## src/rtl/dwnl_pkg.sv

```systemverilog
// Package for the DNS wire-name lowercase block.
// Holds the shared phase type, result struct and name-format constants.
`default_nettype none

package dwnl_pkg;

    localparam logic [7:0] LABEL_MAX  = 8'd63;
    localparam logic [7:0] TERMINATOR = 8'd0;
    localparam logic [7:0] UPPER_A    = 8'h41;
    localparam logic [7:0] UPPER_Z    = 8'h5A;
    localparam logic [7:0] CASE_DELTA = 8'h20;
    localparam logic [1:0] PTR_TAG    = 2'b11;

    typedef enum logic {
        PH_LENGTH,
        PH_LABEL
    } t_phase;

    typedef struct packed {
        logic [7:0] out_byte;
        logic       status;
        logic       last;
        logic [7:0] total_length;
    } t_result;

endpackage

`default_nettype wire

```

## src/rtl/dwnl_in_reg.sv

```systemverilog
// Input register stage of the DNS wire-name lowercase block.
// Holds one source byte until the core takes it; no package dependency.
`default_nettype none

module dwnl_in_reg (
    input  wire logic       i_clk,
    input  wire logic       i_rst_n,
    input  wire logic       i_valid,
    output logic            o_ready,
    input  wire logic [7:0] i_byte,
    output logic            o_valid,
    input  wire logic       i_take,
    output logic [7:0]      o_byte
);

    logic       r_valid;
    logic [7:0] r_byte;

    // Refill in the same cycle the held byte moves on.
    assign o_ready = !r_valid || i_take;

    always_ff @(posedge i_clk) begin
        if (!i_rst_n) begin
            r_valid <= 1'b0;
        end else if (o_ready) begin
            r_valid <= i_valid;
        end
    end

    always_ff @(posedge i_clk) begin
        if (o_ready && i_valid) begin
            r_byte <= i_byte;
        end
    end

    assign o_valid = r_valid;
    assign o_byte  = r_byte;

endmodule

`default_nettype wire

```

## src/rtl/dwnl_core.sv

```systemverilog
// Per-byte decision logic and result register of the DNS wire-name lowercase block.
// Depends on dwnl_pkg for the phase type, result struct and constants.
`default_nettype none

module dwnl_core
    import dwnl_pkg::*;
(
    input  wire logic       i_clk,
    input  wire logic       i_rst_n,
    input  wire logic [7:0] i_dst_size,
    input  wire logic       i_valid,
    input  wire logic [7:0] i_byte,
    output logic            o_take,
    output logic            o_valid,
    input  wire logic       i_ready,
    output t_result         o_result
);

    t_phase      r_phase, n_phase;
    logic [5:0]  r_remaining, n_remaining;
    logic [7:0]  r_written, n_written;
    logic        r_out_valid;
    t_result     r_result, n_result;

    logic [7:0]  lower_byte;
    logic [7:0]  written_inc;
    logic [8:0]  fit_sum;
    logic [5:0]  remaining_dec;

    assign o_take = i_valid && (!r_out_valid || i_ready);

    assign lower_byte    = (i_byte >= UPPER_A && i_byte <= UPPER_Z) ?
                           i_byte + CASE_DELTA : i_byte;
    assign written_inc   = r_written + 8'd1;
    assign fit_sum       = {1'b0, r_written} + 9'd1 + {1'b0, i_byte};
    assign remaining_dec = (r_remaining != 6'd0) ? r_remaining - 6'd1 : 6'd0;

    always_comb begin
        n_phase     = r_phase;
        n_remaining = r_remaining;
        n_written   = r_written;
        n_result    = '0;
        unique case (r_phase)
            PH_LABEL: begin
                n_result.out_byte = lower_byte;
                n_written         = written_inc;
                n_remaining       = remaining_dec;
                if (remaining_dec == 6'd0) begin
                    n_phase = PH_LENGTH;
                end
            end
            PH_LENGTH: begin
                priority if (i_byte == TERMINATOR) begin
                    n_phase     = PH_LENGTH;
                    n_remaining = 6'd0;
                    n_written   = 8'd0;
                    n_result.last = 1'b1;
                    if (r_written >= i_dst_size) begin
                        n_result.status = 1'b1;
                    end else begin
                        n_result.total_length = written_inc;
                    end
                end else if (i_byte[7:6] == PTR_TAG || i_byte > LABEL_MAX ||
                             fit_sum >= {1'b0, i_dst_size}) begin
                    // pointer, extended type, or label does not fit: abort
                    n_phase         = PH_LENGTH;
                    n_remaining     = 6'd0;
                    n_written       = 8'd0;
                    n_result.status = 1'b1;
                    n_result.last   = 1'b1;
                end else begin
                    n_phase           = PH_LABEL;
                    n_remaining       = i_byte[5:0];
                    n_written         = written_inc;
                    n_result.out_byte = i_byte;
                end
            end
            default: begin
                n_phase = PH_LENGTH;
            end
        endcase
    end

    always_ff @(posedge i_clk) begin
        if (!i_rst_n) begin
            r_phase     <= PH_LENGTH;
            r_remaining <= 6'd0;
            r_written   <= 8'd0;
            r_out_valid <= 1'b0;
        end else begin
            if (o_take) begin
                r_phase     <= n_phase;
                r_remaining <= n_remaining;
                r_written   <= n_written;
            end
            if (o_take) begin
                r_out_valid <= 1'b1;
            end else if (i_ready) begin
                r_out_valid <= 1'b0;
            end
        end
    end

    always_ff @(posedge i_clk) begin
        if (o_take) begin
            r_result <= n_result;
        end
    end

    assign o_valid  = r_out_valid;
    assign o_result = r_result;

endmodule

`default_nettype wire

```

## src/rtl/dns_wire_name_lowercase.sv

```systemverilog
// DNS wire-name lowercase: one result byte per source byte.
// An input byte passes the input register, then the result register, before o_valid rises.
// Throughput: one byte per cycle while i_ready is high; o_ready follows i_ready through the two registers.
// Reset (synchronous, active low): name state cleared, both stages empty, dst_size = 255.
// Depends on dwnl_pkg, dwnl_in_reg and dwnl_core.
`default_nettype none

module dns_wire_name_lowercase
    import dwnl_pkg::*;
(
    input  wire logic       i_clk,
    input  wire logic       i_rst_n,
    input  wire logic       i_cfg_wr_en,
    input  wire logic [7:0] i_cfg_wr_data,
    input  wire logic       i_valid,
    output logic            o_ready,
    input  wire logic [7:0] i_source_byte,
    output logic            o_valid,
    input  wire logic       i_ready,
    output logic [7:0]      o_out_byte,
    output logic            o_status,
    output logic            o_last,
    output logic [7:0]      o_total_length
);

    logic [7:0] r_dst_size;
    logic       stage_valid;
    logic [7:0] stage_byte;
    logic       stage_take;
    t_result    result;

    always_ff @(posedge i_clk) begin
        if (!i_rst_n) begin
            r_dst_size <= 8'd255;
        end else if (i_cfg_wr_en) begin
            r_dst_size <= i_cfg_wr_data;
        end
    end

    dwnl_in_reg u_in_reg (
        .i_clk   (i_clk),
        .i_rst_n (i_rst_n),
        .i_valid (i_valid),
        .o_ready (o_ready),
        .i_byte  (i_source_byte),
        .o_valid (stage_valid),
        .i_take  (stage_take),
        .o_byte  (stage_byte)
    );

    dwnl_core u_core (
        .i_clk      (i_clk),
        .i_rst_n    (i_rst_n),
        .i_dst_size (r_dst_size),
        .i_valid    (stage_valid),
        .i_byte     (stage_byte),
        .o_take     (stage_take),
        .o_valid    (o_valid),
        .i_ready    (i_ready),
        .o_result   (result)
    );

    assign o_out_byte     = result.out_byte;
    assign o_status       = result.status;
    assign o_last         = result.last;
    assign o_total_length = result.total_length;

endmodule

`default_nettype wire

```

## config.mk

```make
export PLATFORM = sky130hd
export DESIGN_NAME = dns_wire_name_lowercase
export DESIGN_NICKNAME = d
export VERILOG_FILES = /design/src/rtl/dwnl_pkg.sv /design/src/rtl/dwnl_in_reg.sv /design/src/rtl/dwnl_core.sv /design/src/rtl/dns_wire_name_lowercase.sv
export SDC_FILE = /design/constraint.sdc
export NUM_CORES = 1
export LEC_CHECK = 0
export BUFFER_PORTS_ARGS = -buffer_cell sky130_fd_sc_hd__buf_4
export CAP_MARGIN = 5
export CORE_MARGIN = 5
export CORE_UTILIZATION = 52
export DETAILED_ROUTE_END_ITERATION = 10
export MAX_ROUTING_LAYER = met4
export PLACE_DENSITY = 0.76
export SLEW_MARGIN = 15
export SYNTH_ARGS = -nofsm -noshare
export SYNTH_HDL_FRONTEND = slang
export SYNTH_SLANG_ARGS = --single-unit
```

## constraint.sdc

```tcl
create_clock -name i_clk -period 2.8 [get_ports i_clk]
set_input_delay 0.28 -clock i_clk [delete_from_list [all_inputs] [get_ports i_clk]]
set_output_delay 0.28 -clock i_clk [all_outputs]
set_load 0.01 [all_outputs]
```

**After elaboration in Yosys (flattened, before gate mapping)**

Cells that the tools add are included.

- Input port bits: 21
- Register bits after elaboration: 51
- Word-level logic and storage cells: 58

- Eq/ne operators: 1
- Order comparisons: 5
- Mux-type cells: 20
- $add $sub $neg: 5
- Bitwise logic cells: 2
- Reduce and logical (&&, ||, !) cells: 14

Operator list:

| kind | count |
|---|---|
| $mux W8 | 5 |
| $pmux W8 S2 | 2 |
| $mux W6 | 3 |
| $pmux W6 S2 | 1 |
| $add A8 B1 Y9 const B | 1 |
| $add A9 B8 Y9 | 1 |
| $ge A9 B8 Y1 | 1 |
| $add A8 B1 Y8 const B | 1 |
| $add A8 B6 Y8 const B | 1 |
| $ge A8 B7 Y1 const B | 1 |
| $ge A8 B8 Y1 | 1 |
| $gt A8 B6 Y1 const B | 1 |
| $le A8 B7 Y1 const B | 1 |
| $logic_not A8 Y1 | 1 |
| $logic_not A6 Y1 | 1 |
| $mux W1 | 6 |
| $reduce_bool A6 Y1 | 1 |
| $sub A6 B1 Y6 const B | 1 |
| $logic_or A1 B1 Y1 | 4 |
| $mux W2 | 2 |
| $logic_and A1 B1 Y1 | 3 |
| $reduce_or A3 Y1 | 1 |
| $eq A2 B2 Y1 const B | 1 |
| $logic_not A1 Y1 | 2 |
| 3 further kinds | 4 |

**Logic depth before layout (Yosys ltp)**

- Depth after elaboration: 7
- Depth in mapped cells: 16

**By module**

Synthesis repeated with hierarchy kept, for this count alone.

- Cells, all modules: 309
- Area, all modules: 2964.1 um2

By module, submodules not included:

| module | sequential area each (um2) | instances | cells an instance | area each (um2) |
|---|---|---|---|---|
| dwnl_core | 860.8 | 1 | 270 | 2381.0 |
| dwnl_in_reg | 260.2 | 1 | 13 | 297.8 |
| dns_wire_name_lowercase | 160.2 | 1 | 26 | 285.3 |

**Worst setup path after synthesis**

OpenSTA, ideal clock, no wires.

- Kind: flip-flop to flip-flop
- From: reg u_in_reg.r_byte[0], in the netlist u_in_reg.o_byte[0]
- To: reg u_core.r_remaining[4]
- Stages on the path, launching flop included: 16
- Path buffers: 0
- Library setup time: 0.071 ns
- Arrival: 3.020 ns
- Path slack: -0.291 ns
- Path through: edfxtp_1 inv_1 ha_1 inv_1 fa_1 nand2_1 a21oi_1 o21a_1 nor2_1 xnor2_1 ha_1 and3_1 nand3_1 nand3_1 or4b_2 a21oi_1

- Cells in the longest elaborated chain, start to end: 6

Ends and longest elaborated chain:

| item | line | text |
|---|---|---|
| start: declaration | dwnl_in_reg.sv:17 | `logic [7:0] r_byte;` |
| start signal: assignment | dwnl_in_reg.sv:32 | `r_byte <= i_byte;` |
| $add A9 B8 Y9 or $gt A8 B6 Y1 (tied branches) | dwnl_core.sv:35, dwnl_core.sv:63 |  |
| $ge A9 B8 Y1 or $logic_or A1 B1 Y1 (tied branches) | dwnl_core.sv:64, dwnl_core.sv:63 |  |
| $logic_or A1 B1 Y1 | dwnl_core.sv:63 | `end else if (i_byte[7:6] == PTR_TAG \|\| i_byte > LABEL_MAX \|\|` |
| $mux W6 | dwnl_core.sv:63 |  |
| $mux W6 (*) | dwnl_core.sv:53 | `priority if (i_byte == TERMINATOR) begin` |
| $pmux W6 S2 (*) | dwnl_core.sv:43 | `unique case (r_phase)` |
| end signal: assignment | dwnl_core.sv:93 | `r_remaining <= n_remaining;` |
| end: declaration | dwnl_core.sv:20 | `logic [5:0] r_remaining, n_remaining;` |

Mark *: on every way between the ends. The rest lies on a longest branch, timed or not.
A chain may end at the register's enable or synchronous reset.

**Final worst setup path**

- From: reg u_core.r_written[0]
- To: reg u_core.r_result (netlist bit u_core.o_result[9]) (data pin)

- Cells in the longest elaborated chain, start to end: 6

Ends and longest elaborated chain:

| item | line | text |
|---|---|---|
| start: declaration | dwnl_core.sv:21 | `logic [7:0] r_written, n_written;` |
| start signal: assignment | dwnl_core.sv:94 | `r_written <= n_written;` |
| $add A8 B1 Y9 | dwnl_core.sv:35 | `assign fit_sum = {1'b0, r_written} + 9'd1 + {1'b0, i_byte};` |
| $add A9 B8 Y9 | dwnl_core.sv:35 |  |
| $ge A9 B8 Y1 | dwnl_core.sv:64 | `fit_sum >= {1'b0, i_dst_size}) begin` |
| $logic_or A1 B1 Y1 | dwnl_core.sv:63 |  |
| $mux W2 | dwnl_core.sv:63 |  |
| $mux W2 (*) | dwnl_core.sv:53 |  |
| end signal: assignment | dwnl_core.sv:106 | `r_result <= n_result;` |
| end: declaration | dwnl_core.sv:23 | `t_result r_result, n_result;` |

Marked as above.

==> results_dict.tcl <==
set metrics [dict create \
    ys_warn_count 0 \
    vias_per_cell 5.63 \
    p_sw_mw 0.415 \
    synthDistinctLibCells 48 \
    diodes 0 \
    antenna_found_initial 0 \
    critPathMaxStageDelay_ps 340 \
    grt_first_pass_wirelength_um 11700 \
    violations "negative setup slack" \
    synth_fp_nets 344 \
    wl_per_cell_um 16.4 \
    end_kind "flip-flop" \
    status "finished with violations" \
    fp.coreArea_um2 5540 \
    post-route-period-util 1.07 \
    wl_met3_um 490 \
    async_flop_share 0 \
    dr.pass1.iters 4 \
    dieArea_um2 7310 \
    ioPinCount 41 \
    r2r.worst_path.cells 15 \
    clock-sinks 51 \
    relSlewSlack 0.506 \
    finalClockSkew_ps 2.87 \
    tritoncts "built" \
    arrival_ps 3050 \
    hpwl_um 5040 \
    cap_viol_max_count 0 \
    wl_met1_um 3180 \
    startpoint_type "flip-flop" \
    syn_area_um2 2960 \
    start_util 0.535 \
    drive_above_1_share 0.302 \
    synth_seq_cells 51 \
    finalHoldViolCount 0 \
    cp.depth 15 \
    grt_overflow_total 0 \
    ir_worst_vdd_mv 0.368 \
    areaGrowthSynthToFinish_pct 26.4 \
    min_period_ps 2990 \
    slew_viol_final 0 \
    criticalPathCategory "flip-flop to flip-flop" \
    required_ps 2870 \
    ys_seq_area_frac 0.432 \
    fin_ws_ps -185 \
    die_h_um 85.5 \
    worst_pin_slew_ps 729 \
    hold_path_class "input port to flip-flop" \
    ys.flop_type "edfxtp_1" \
    setup_viol 23 \
    clock_power_share 0.277 \
    critPathTopFamily "simple AND/OR/NAND/NOR gates" \
    p_int_mw 1.13 \
    crit_path_max_fanout 6 \
    fin_util 0.676 \
    critPathSlowestCell "fa_2" \
    cp_num_buf_inv 2 \
    postSynthCellCount 294 \
    nNetsFinal 416 \
    totalWireLength_um 7180 \
    drc 0 \
    cp_common_cell "and3_4" \
    portBuffers 40 \
    switching_share 0.269 \
    crit_chain "inv_1, ha_4, inv_2, fa_2, nand2_2, a21oi_2, o21a_1, nor2_2, xnor2_1, ha_1, and3_4, nand3_2, nor3b_4, and3_4, nor3_2" \
    final_cell_mix "73 x buf_4, 27 x ha_1, 26 x nand2_1, 26 x edfxtp_1, 25 x dfxtp_1" \
    syn_avg_cell_area_um2 10.1 \
    fmax_mhz 335 \
    rsz0062_at_grt "yes" \
    cts_max_level 2 \
    clkTransAtPathRegs_ps 90 \
    top_layer_used "met4" \
    p_leak_nw 1.69 \
    die_x_um 85.5 \
    ant_nets 0 \
    grt_use_total 0.209 \
    grt_max_degree 31 \
    insertion_delay_ps 310 \
    numCtsBuffers 5 \
    pwr-share-comb 0.182 \
    wl_met2_um 3410 \
    vias 2471 \
    gp_congestion 0.886 \
    final_common_cell "buf_4" \
    root_buffer "clkbuf_8" \
    hold_path_depth 1 \
    num_rows 27 \
    first_iter_violations 361 \
    clockBufferDepth 2 \
    powerDensity_nw_per_um2 412 \
    grt_pass1_vias 2449 \
    dp_slack_ps -244 \
    synth-edff-count 26 \
    p_seq_frac 0.541 \
]
registers in the layout, summed over array words and instances, names as in the netlist:
signal              cells
u_core.o_valid          1
u_core.r_written        8
u_core.r_phase          1
u_core.r_remaining      6
r_dst_size              8
u_core.o_result        18
u_in_reg.o_byte         8
u_in_reg.o_valid        1
per-stage QoR:
stage | total power [mW] | TNS (ps) | cells | hold WS, ps | instance area [um^2]
6_report | 1.54 | -2930 | 439 | 138 | 3750
5_1_grt | 1.62 | -5970 | 439 | 124 | 3750
4_1_cts | 1.53 | -1970 | 438 | 136 | 3700
3_5_place_dp | 1.11 | -3940 | 426 | 459 | 3550
3_3_place_gp | 1.10 | -2620 | 426 | 458 | 3550
2_1_floorplan | 1.00 | -2940 | 294 | 379 | 2990
area by class of cell:
class | count | area [um^2]
Fill cell | 440 | 1790
Multi-Input combinational cell | 218 | 1680
Sequential cell | 51 | 1280
Timing Repair Buffer | 73 | 548
Tap cell | 72 | 90.1
Clock buffer | 6 | 72.6
Inverter | 17 | 63.8
Clock inverter | 2 | 13.8
layer usage:
metal | up-vias | track usage
li1 | 1230 | -
met1 | 1140 | 0.275
met2 | 91 | 0.334
met3 | 10 | 0.0240
met4 | 0 | 0.0719
met5 | - | -
power by group through the flow:
stage | registers, mW | logic [mW] | clock network [mW]
6_report | 0.836 | 0.281 | 0.428
2_1_floorplan | 0.861 | 0.143 | 0
3_5_place_dp | 0.853 | 0.253 | 0
4_1_cts | 0.835 | 0.268 | 0.431
3_3_place_gp | 0.851 | 0.248 | 0
5_1_grt | 0.839 | 0.311 | 0.465
worst reg2reg max path, stage by stage (launching register included):
cell     delay (ps)
dfxtp_1         330
inv_1           150
ha_4            170
inv_2            30
fa_2            340
nand2_2          80
a21oi_2          60
o21a_1          180
nor2_2           90
xnor2_1         130
ha_1            290
and3_4          170
nand3_2          60
nor3b_4         290
and3_4          300
nor3_2           60
kinds of logic (layout without fill, tap and decap cells):
family,count (synthesis),after routing,synth area share
AO/OA/AOI/OAI,76,76,0.187
XOR/XNOR,18,18,0.0532
adder cells (fa/ha/maj),29,29,0.125
buffers and inverters,28,98,0.0384
flip-flops,51,51,0.432
multiplexers,1,1,0.00338
AND/OR/NAND/NOR,91,94,0.161
worst paths after layout:
kind	startpoint	end	slack, ps
max	u_core.r_written[0]$_SDFFE_PN0P_	u_core.o_result[9]$_SDFFCE_PP0P_	-190
min	i_source_byte[4]	u_in_reg.o_byte[4]$_DFFE_PP_	140
max reg2reg	u_core.r_written[0]$_SDFFE_PN0P_	u_core.o_result[9]$_SDFFCE_PP0P_	-190
min reg2reg	u_in_reg.o_valid$_SDFFE_PN0N_	u_core.o_valid$_SDFFE_PN0P_	530
synthesized netlist by cell type (4+ instances only):
library cell,n,area share
a21oi_1,12,0.020
edfxtp_1,26,0.26
o311a_1,6,0.020
o211ai_1,10,0.025
or3_1,4,0.0084
xor2_1,6,0.018
nand2b_1,4,0.0084
o21ai_0,12,0.020
ha_1,28,0.12
nor2b_1,4,0.0084
inv_1,16,0.020
a21o_1,5,0.013
nor2_1,19,0.024
nand3_1,8,0.014
and3_1,7,0.015
o21a_1,10,0.025
xnor2_1,12,0.035
nand2_1,27,0.034
dfxtp_1,25,0.17
clkbuf_1,8,0.010
repair_timing:
action                                  CTS  global route
pin swaps                                11             3
hold buffers                              0             0
setup buffers                             2             0
resized for setup                         8             9
hold endpoints to repair                  0             0
endpoints found under the setup margin   23            23
cloned                                    2             1
Power figures use the tool's default switching activity.
